$ cat src/hdl/lpcbcd_pkg.sv
// ----------------------------------------------------------------------------
// LPC bus cycle decoder package
// Shared types and constants: sample and result words, decoder state and the
// one-hot phase encoding.
// ----------------------------------------------------------------------------
package lpcbcd_pkg;

  localparam int unsigned CntW = 4;

  localparam logic [3:0] START_TARGET   = 4'h0;
  localparam logic [3:0] START_FW_READ  = 4'hD;
  localparam logic [3:0] START_FW_WRITE = 4'hE;

  localparam logic [3:0] ALEN_IO  = 4'd4;
  localparam logic [3:0] ALEN_FW  = 4'd7;
  localparam logic [3:0] ALEN_MEM = 4'd8;

  localparam logic [8:0] SIZE_2   = 9'd2;
  localparam logic [8:0] SIZE_4   = 9'd4;
  localparam logic [8:0] SIZE_16  = 9'd16;
  localparam logic [8:0] SIZE_64  = 9'd64;
  localparam logic [8:0] SIZE_256 = 9'd256;

  localparam logic [3:0] MSIZE_2   = 4'd0;
  localparam logic [3:0] MSIZE_4   = 4'd1;
  localparam logic [3:0] MSIZE_16  = 4'd2;
  localparam logic [3:0] MSIZE_64  = 4'd4;
  localparam logic [3:0] MSIZE_256 = 4'd7;

  localparam logic [CntW-1:0] TAR_CLOCKS = 4'd2;

  typedef enum logic [8:0] {
    PH_IDLE  = 9'b000000001,
    PH_CTDIR = 9'b000000010,
    PH_IDSEL = 9'b000000100,
    PH_ADDR  = 9'b000001000,
    PH_MSIZE = 9'b000010000,
    PH_TAR   = 9'b000100000,
    PH_SYNC  = 9'b001000000,
    PH_DATA  = 9'b010000000,
    PH_ABORT = 9'b100000000
  } phase_e;

  typedef struct packed {
    logic       frame_n;
    logic       clock_n;
    logic [3:0] lad;
  } sample_t;

  typedef struct packed {
    logic [3:0]  cycle_code;
    logic [3:0]  start_code;
    logic [31:0] address;
    logic [3:0]  address_nibbles;
    logic [7:0]  data_byte;
    logic [8:0]  size_nibbles;
    logic [3:0]  device_select;
    logic        aborted;
  } cycle_t;

  typedef struct packed {
    phase_e          phase;
    logic [3:0]      start;
    logic [3:0]      pending;
    logic            frame_seen_low;
    logic [2:0]      cyc_type;
    logic [3:0]      select;
    logic [31:0]     address;
    logic [7:0]      data;
    logic [CntW-1:0] count;
    logic [3:0]      addr_len;
    logic [8:0]      size_len;
    logic            prev_frame_n;
    logic            prev_clock_n;
  } state_t;

endpackage

$ cat src/hdl/lpcbcd_step.sv
// ----------------------------------------------------------------------------
// LPC bus cycle decoder step logic
// Computes the next decoder state and the optional decoded cycle for one
// bus sample.
// ----------------------------------------------------------------------------
module lpcbcd_step #(
  parameter int unsigned ABORT_SAMPLES = 5
) (
  input  lpcbcd_pkg::state_t  state_i,
  input  lpcbcd_pkg::sample_t sample_i,
  output lpcbcd_pkg::state_t  state_o,
  output logic                res_valid_o,
  output lpcbcd_pkg::cycle_t  res_o
);
  import lpcbcd_pkg::*;

  logic            skip;
  logic            fall;
  logic            rise;
  logic            run;
  logic            res_abort;
  logic [2:0]      pos;
  logic [CntW-1:0] cnt_inc;
  phase_e          ph;
  state_t          nx;

  always_comb begin
    nx          = state_i;
    res_valid_o = 1'b0;
    res_abort   = 1'b0;
    run         = 1'b0;
    rise        = 1'b0;
    ph          = state_i.phase;
    pos         = 3'(state_i.addr_len - 4'd1 - state_i.count);
    cnt_inc     = state_i.count + CntW'(1);
    skip        = sample_i.clock_n && !state_i.prev_clock_n;
    fall        = !sample_i.frame_n && state_i.prev_frame_n;

    nx.prev_clock_n = sample_i.clock_n;
    nx.prev_frame_n = sample_i.frame_n;

    if (!skip) begin
      rise = sample_i.frame_n && state_i.frame_seen_low;
      if (!sample_i.frame_n) begin
        nx.pending = sample_i.lad;
      end
      nx.frame_seen_low = !sample_i.frame_n;
      run = 1'b1;

      if (state_i.phase == PH_IDLE) begin
        run = 1'b0;
        if (rise) begin
          nx.start    = state_i.pending;
          nx.cyc_type = '0;
          nx.select   = '0;
          nx.address  = '0;
          nx.data     = '0;
          nx.count    = '0;
          nx.addr_len = '0;
          nx.size_len = SIZE_2;
          if (state_i.pending == START_TARGET) begin
            ph  = PH_CTDIR;
            run = 1'b1;
          end else if (state_i.pending == START_FW_READ ||
                       state_i.pending == START_FW_WRITE) begin
            ph  = PH_IDSEL;
            run = 1'b1;
          end
        end
      end else if (fall) begin
        ph       = PH_ABORT;
        nx.count = '0;
      end

      // Count increment from the value after a possible abort restart.
      cnt_inc = nx.count + CntW'(1);

      if (run) begin
        case (ph)
          PH_CTDIR: begin
            nx.cyc_type = sample_i.lad[3:1];
            nx.size_len = SIZE_2;
            nx.addr_len = (sample_i.lad[3:1] < 3'd2) ? ALEN_IO : ALEN_MEM;
            nx.count    = '0;
            ph          = PH_ADDR;
          end
          PH_IDSEL: begin
            nx.select   = sample_i.lad;
            nx.addr_len = ALEN_FW;
            nx.count    = '0;
            ph          = PH_ADDR;
          end
          PH_ADDR: begin
            nx.address = state_i.address | (32'(sample_i.lad) << {pos, 2'b00});
            nx.count   = cnt_inc;
            if (cnt_inc >= state_i.addr_len) begin
              nx.count = '0;
              if (state_i.start == START_TARGET) begin
                ph = state_i.cyc_type[0] ? PH_DATA : PH_TAR;
              end else begin
                ph = PH_MSIZE;
              end
            end
          end
          PH_MSIZE: begin
            nx.count = '0;
            ph = (state_i.start == START_FW_READ) ? PH_TAR : PH_DATA;
            case (sample_i.lad)
              MSIZE_2:   nx.size_len = SIZE_2;
              MSIZE_4:   nx.size_len = SIZE_4;
              MSIZE_16:  nx.size_len = SIZE_16;
              MSIZE_64:  nx.size_len = SIZE_64;
              MSIZE_256: nx.size_len = SIZE_256;
              default:   ph = PH_IDLE;
            endcase
          end
          PH_TAR: begin
            nx.count = cnt_inc;
            if (cnt_inc >= TAR_CLOCKS) begin
              nx.count = '0;
              ph       = PH_SYNC;
            end
          end
          PH_SYNC: begin
            if (sample_i.lad == 4'h0) begin
              nx.count = '0;
              nx.data  = '0;
              ph       = PH_DATA;
            end
          end
          PH_DATA: begin
            if (state_i.count == '0) begin
              nx.data  = {state_i.data[7:4], sample_i.lad};
              nx.count = CntW'(1);
            end else begin
              nx.data     = {sample_i.lad, state_i.data[3:0]};
              nx.count    = '0;
              ph          = PH_IDLE;
              res_valid_o = 1'b1;
            end
          end
          PH_ABORT: begin
            nx.count = cnt_inc;
            if (cnt_inc >= CntW'(ABORT_SAMPLES)) begin
              nx.count    = '0;
              ph          = PH_IDLE;
              res_valid_o = 1'b1;
              res_abort   = 1'b1;
            end
          end
          default: begin
            ph = PH_IDLE;
          end
        endcase
      end
      nx.phase = ph;
    end

    state_o = nx;

    res_o.cycle_code      = (nx.start == START_TARGET) ? {1'b0, nx.cyc_type} : nx.start;
    res_o.start_code      = nx.start;
    res_o.address         = nx.address;
    res_o.address_nibbles = nx.addr_len;
    res_o.data_byte       = nx.data;
    res_o.size_nibbles    = nx.size_len;
    res_o.device_select   = nx.select;
    res_o.aborted         = res_abort;
  end

endmodule

$ cat src/hdl/lpc_bus_cycle_decoder_unit.sv
// ----------------------------------------------------------------------------
// LPC bus cycle decoder
// Watches sampled LFRAME#, LCLK and LAD and gives one word per decoded or
// aborted LPC bus cycle.
// ----------------------------------------------------------------------------
//
//   Channel  Direction  Handshake                  Word
//   -------  ---------  -------------------------  -----------------------------
//   in       input      in_valid_i / in_ready_o    lpcbcd_pkg::sample_t, a sample
//   out      output     out_valid_o / out_ready_i  lpcbcd_pkg::cycle_t, a cycle
//
// One sample word is taken per clock while the input stage is not held. A sample
// is held in the input register and is decoded on its way into the result
// register, from which the cycle word that the sample completes is given.
// Reset returns the decoder to idle with no cycle in progress and both
// registers empty.
// The input stage holds its word while the result register is full and not
// being taken; with out_ready_i high the block keeps up with one word a clock.
//
module lpc_bus_cycle_decoder_unit #(
  parameter int unsigned ABORT_SAMPLES = 5
) (
  input  logic                clk_i,
  input  logic                rst_ni,
  input  logic                in_valid_i,
  output logic                in_ready_o,
  input  lpcbcd_pkg::sample_t in_data_i,
  output logic                out_valid_o,
  input  logic                out_ready_i,
  output lpcbcd_pkg::cycle_t  out_data_o
);
  import lpcbcd_pkg::*;

  logic    in_valid_q;
  sample_t in_q;
  logic    out_valid_q;
  cycle_t  out_q;
  state_t  state_q;
  state_t  state_d;
  logic    res_valid;
  cycle_t  res;
  logic    advance;

  // The held sample moves on once the result register is free or being
  // emptied in this same cycle.
  assign advance    = in_valid_q && (!out_valid_q || out_ready_i);
  assign in_ready_o = !in_valid_q || advance;

  always_ff @(posedge clk_i or negedge rst_ni) begin
    if (!rst_ni) begin
      in_valid_q <= 1'b0;
    end else if (in_ready_o) begin
      in_valid_q <= in_valid_i;
    end
  end

  always_ff @(posedge clk_i) begin
    if (in_ready_o && in_valid_i) begin
      in_q <= in_data_i;
    end
  end

  lpcbcd_step #(
    .ABORT_SAMPLES(ABORT_SAMPLES)
  ) u_step (
    .state_i    (state_q),
    .sample_i   (in_q),
    .state_o    (state_d),
    .res_valid_o(res_valid),
    .res_o      (res)
  );

  // The decoder state is given defined reset values, as the model of the bus
  // cycle depends on them (for instance the previous LFRAME# level).
  always_ff @(posedge clk_i or negedge rst_ni) begin
    if (!rst_ni) begin
      state_q.phase          <= PH_IDLE;
      state_q.start          <= '0;
      state_q.pending        <= '0;
      state_q.frame_seen_low <= 1'b0;
      state_q.cyc_type       <= '0;
      state_q.select         <= '0;
      state_q.address        <= '0;
      state_q.data           <= '0;
      state_q.count          <= '0;
      state_q.addr_len       <= '0;
      state_q.size_len       <= SIZE_2;
      state_q.prev_frame_n   <= 1'b1;
      state_q.prev_clock_n   <= 1'b0;
    end else if (advance) begin
      state_q <= state_d;
    end
  end

  always_ff @(posedge clk_i or negedge rst_ni) begin
    if (!rst_ni) begin
      out_valid_q <= 1'b0;
    end else if (advance) begin
      out_valid_q <= res_valid;
    end else if (out_ready_i) begin
      out_valid_q <= 1'b0;
    end
  end

  always_ff @(posedge clk_i) begin
    if (advance && res_valid) begin
      out_q <= res;
    end
  end

  assign out_valid_o = out_valid_q;
  assign out_data_o  = out_q;

`ifndef SYNTHESIS
  // A cycle word is only produced while collecting data or counting abort
  // samples.
  assert property (@(posedge clk_i) disable iff (!rst_ni)
    advance && res_valid |-> (state_q.phase == PH_DATA || state_q.phase == PH_ABORT))
    else $error("cycle word produced outside the data or abort phase");

  // A sample taken just after clock_n rose does not move the phase.
  assert property (@(posedge clk_i) disable iff (!rst_ni)
    advance && in_q.clock_n && !state_q.prev_clock_n |=> state_q.phase == $past(state_q.phase))
    else $error("skipped sample changed the decoder phase");

  // The abort counter never holds the final count.
  assert property (@(posedge clk_i) disable iff (!rst_ni)
    state_q.phase == PH_ABORT |-> state_q.count < CntW'(ABORT_SAMPLES))
    else $error("abort counter overran");

  // The aborted flag marks exactly the words that leave the abort phase.
  assert property (@(posedge clk_i) disable iff (!rst_ni)
    advance && res_valid |=> out_valid_q && out_q.aborted == $past(state_q.phase == PH_ABORT))
    else $error("aborted flag does not match the ending phase");
`endif

endmodule
$ cat config.mk
export PLATFORM = sky130hd
export DESIGN_NAME = lpc_bus_cycle_decoder_unit
export DESIGN_NICKNAME = d
export VERILOG_FILES = /design/src/hdl/lpcbcd_pkg.sv /design/src/hdl/lpcbcd_step.sv /design/src/hdl/lpc_bus_cycle_decoder_unit.sv
export SDC_FILE = /design/constraint.sdc
export NUM_CORES = 1
export LEC_CHECK = 0
export BUFFER_PORTS_ARGS = -buffer_cell sky130_fd_sc_hd__buf_2
export CAP_MARGIN = 20
export CORE_ASPECT_RATIO = 0.6
export CORE_MARGIN = 1
export CORE_UTILIZATION = 40
export DETAILED_ROUTE_END_ITERATION = 7
export GPL_ROUTABILITY_DRIVEN = 1
export PLACE_DENSITY_LB_ADDON = 0.2
export SETUP_SLACK_MARGIN = 0.1
export SYNTH_ARGS = -nofsm -noshare
export SYNTH_HDL_FRONTEND = slang
export SYNTH_SLANG_ARGS = --single-unit
export TNS_END_PERCENT = 10
$ cat constraint.sdc
create_clock -name clk_i -period 7.4 [get_ports clk_i]
set_clock_uncertainty 0.15 [all_clocks]
set_input_delay 0.74 -clock clk_i [delete_from_list [all_inputs] [get_ports clk_i]]
set_output_delay 0.74 -clock clk_i [all_outputs]
set_load 0.05 [all_outputs]
==> impl_metrics.env <==
export IMPL_nets=757
export IMPL_synth_warnings=0
export IMPL_synth_edf_count=72
export IMPL_io_pins=78
export IMPL_cap_violations=0
export IMPL_diodes=0
export IMPL_wire_per_inst_um=19.9
export IMPL_fmax_mhz=195
export IMPL_grt_pass1_vias=5315
export IMPL_grtUsageTotal_pct=21.7
export IMPL_regArea_um2=4320
export IMPL_finalHoldViolCount=0
export IMPL_finalCriticalPeriod_ns=5.14
export IMPL_drive_gt1_share_pct=18.6
export IMPL_numClockSinks=158
export IMPL_multi_input_comb_area_um2=2850
export IMPL_portBuffers=77
export IMPL_ctsRootBufferMaster="clkbuf_16"
export IMPL_insertion_delay_ns=0.41
export IMPL_clk_pin_slew_ns=0.07
export IMPL_cts_buffer_depth=2
export IMPL_syn_avg_cell_area_um2=11.0
export IMPL_synth_distinct_cells=71
export IMPL_yosysTopAreaCellShare_pct=29.3
export IMPL_cts_tree="yes"
export IMPL_cp_start_kind="flop"
export IMPL_cp_max_fo=39
export IMPL_post_cts_buffers=0
export IMPL_syn_area_um2=7380
export IMPL_chipWidth_um=177
export IMPL_placed_area_um2=8020
export IMPL_crit_required_ns=7.32
export IMPL_synth_top_area_cell="edfxtp_1"
export IMPL_grt_max_degree=65
export IMPL_setup_viol=0
export IMPL_synthTopCellsByCount="nand2_1 (99), dfrtp_1 (83), edfxtp_1 (72)"
export IMPL_first_pass_iters=5
export IMPL_dieArea_um2=19000
export IMPL_cts_max_level=4
export IMPL_worst_pin_slew_ns=1.00
export IMPL_status="complete, no violations"
export IMPL_synthTopCellsByArea="edfxtp_1 (29%), dfrtp_1 (28%), nand2_1 (5.0%)"
export IMPL_pwr_share_clk_pct=30.9
export IMPL_p_int_uw=1860
export IMPL_drt_wl_total_um=19800
export IMPL_peakVddDrop_v=0.000164
export IMPL_drc=0
export IMPL_grt_pass1_wl_um=30800
export IMPL_start_util_pct=40.9
export IMPL_min_path_type="in2async"
export IMPL_antenna_found_initial=0
export IMPL_grt_ovfl_total=0
export IMPL_core_area_um2=18100
export IMPL_ant_nets=0
export IMPL_max_slew_margin_rel_pct=32.6
export IMPL_finalCritPeriodShare_pct=69.4
export IMPL_async_flop_share_pct=54.4
export IMPL_cp_arrival_ns=5.06
export IMPL_vias=5691
export IMPL_post_drt_via_cell_ratio=5.73
export IMPL_synth_seq_cells=158
export IMPL_crit_type="reg2reg"
export IMPL_powerDensity_nw_per_um2=335
export IMPL_numCtsBuffers=17
export IMPL_synth_flop_cell="dfrtp_1"
export IMPL_rsz0062_at_grt="no"
export IMPL_post_cts_resized=0
export IMPL_yosysSeqAreaShare_pct=58.5
export IMPL_tns_ns=0
export IMPL_cts_hold_buf=0
export IMPL_combPwrFrac_pct=28.2
export IMPL_areaGrowthSynthToFinish_pct=16.7
export IMPL_gp_congestion=0.931
export IMPL_pwr_share_seq_pct=40.9
export IMPL_drv_slew=0
export IMPL_drt_iter0_drc=570
export IMPL_p_leak_uw=0.00353
export IMPL_p_switching_uw=1030
export IMPL_synth_most_common_cell="nand2_1"
export IMPL_syn_inst=669
export IMPL_rows=38
export IMPL_fin_area_um2=8620
export IMPL_swShare_pct=35.6
export IMPL_critPathCaptureType="flop"
export IMPL_fp_dieH_um=107
export IMPL_syn_nets=684
export IMPL_fillerInstances=1689
export IMPL_hpwl_um=13900
-- layout by cell type, fill, tap and decap left out, types with 4 or more instances in the layout --
cell,count
nand3_1,18
a21o_1,9
mux2i_1,4
nor3_1,10
edfxtp_1,72
and2_1,14
nand4_1,6
and3_1,6
inv_6,4
inv_1,19
nand2b_1,10
nor2b_1,9
nor4_1,6
ha_1,4
o21ai_0,61
nand2_1,99
o2bb2ai_1,10
o31ai_1,7
dfrtp_1,83
o21ai_1,14
a32o_1,10
clkbuf_16,17
a21oi_1,19
buf_2,76
a22o_1,36
nor2_1,29
mux2_2,5
buf_4,10
-- kinds of logic after synthesis --
| kind of cell | synth area share, % |
|---|---|
| and+or+nand+nor | 16.6 |
| xor gates and xnor gates | 0.712 |
| AOI/OAI and AO/OA | 19.0 |
| DFF | 58.5 |
| adders and majority gates | 0.949 |
| muxes | 1.31 |
| buffers and inverters | 2.92 |
-- worst max-delay path, cell delays in order (launching register included) --
cell     delay (ns)
dfstp_2        0.58
or4b_1         0.60
nor4_4         0.37
buf_4          0.30
nor3_1         0.08
ha_1           0.28
o311a_1        0.38
o21ai_0        0.52
nand2_1        0.20
a21o_1         0.25
inv_2          0.61
buf_4          0.45
-- power by group through the flow --
stage / registers, µW / logic, µW / clock network (µW)
after floorplan: 1180 / 563 / 0
after global placement: 1190 / 790 / 0
after detailed placement: 1190 / 796 / 0
after CTS: 1180 / 802 / 905
after global routing: 1200 / 902 / 943
final: 1180 / 814 / 892
-- per-stage QoR --
| step | hold WS [ns] | cells | total power [µW] | utilization (%) | setup WS [ns] |
|---|---|---|---|---|---|
| floorplan | 0.294 | 669 | 1750 | - | 2.46 |
| global placement | 0.305 | 962 | 1980 | 44.3 | 2.51 |
| detailed placement | 0.311 | 963 | 1990 | 44.4 | 2.38 |
| CTS | 0.0623 | 994 | 2880 | 47.7 | 2.36 |
| global route | 0.0793 | 994 | 3040 | 47.7 | 2.04 |
| finish | 0.0608 | 994 | 2890 | 47.7 | 2.26 |
-- area by class of cell --
cell class | instances | share of cell area [%]
flip-flops and latches | 158 | 50.1
multi-input cells | 458 | 33.1
repair buffers | 87 | 5.61
clock buffers | 18 | 5.10
well taps | 240 | 3.49
clock inverters | 13 | 1.77
inverters | 20 | 0.871
-- state kept, by name, summed over array words and instances, names as in the netlist --
register and flops:
in_q 6, in_valid_q 1, out_data_o 66, out_valid_o 1, state_q 84
-- routing by layer --
metal / track usage [%] / share of wire [%] / up-vias
li1: - / - / 2646
met3: 6.28 / 10 / 14
met1: 35.0 / 51 / 2754
met5: 0 / 0 / -
met4: 4.88 / 0.82 / 0
met2: 27.5 / 39 / 277
-- final timing paths --
check | start | end | slack [ns] | depth (start not counted)
worst min-delay path | rst_ni | state_q[32] | 0.06 | 1
max in group asynchronous | rst_ni | state_q[62] | 5.87 | 2
worst max-delay path | state_q[75] | out_data_o[2] | 2.26 | 11
worst min register to register | state_q[1] | state_q[1] | 0.32 | 2
min in group clk_i | state_q[1] | state_q[1] | 0.32 | 2
worst max register to register | state_q[75] | out_data_o[2] | 2.26 | 11
No activity file was read; power rests on OpenSTA's default activity.
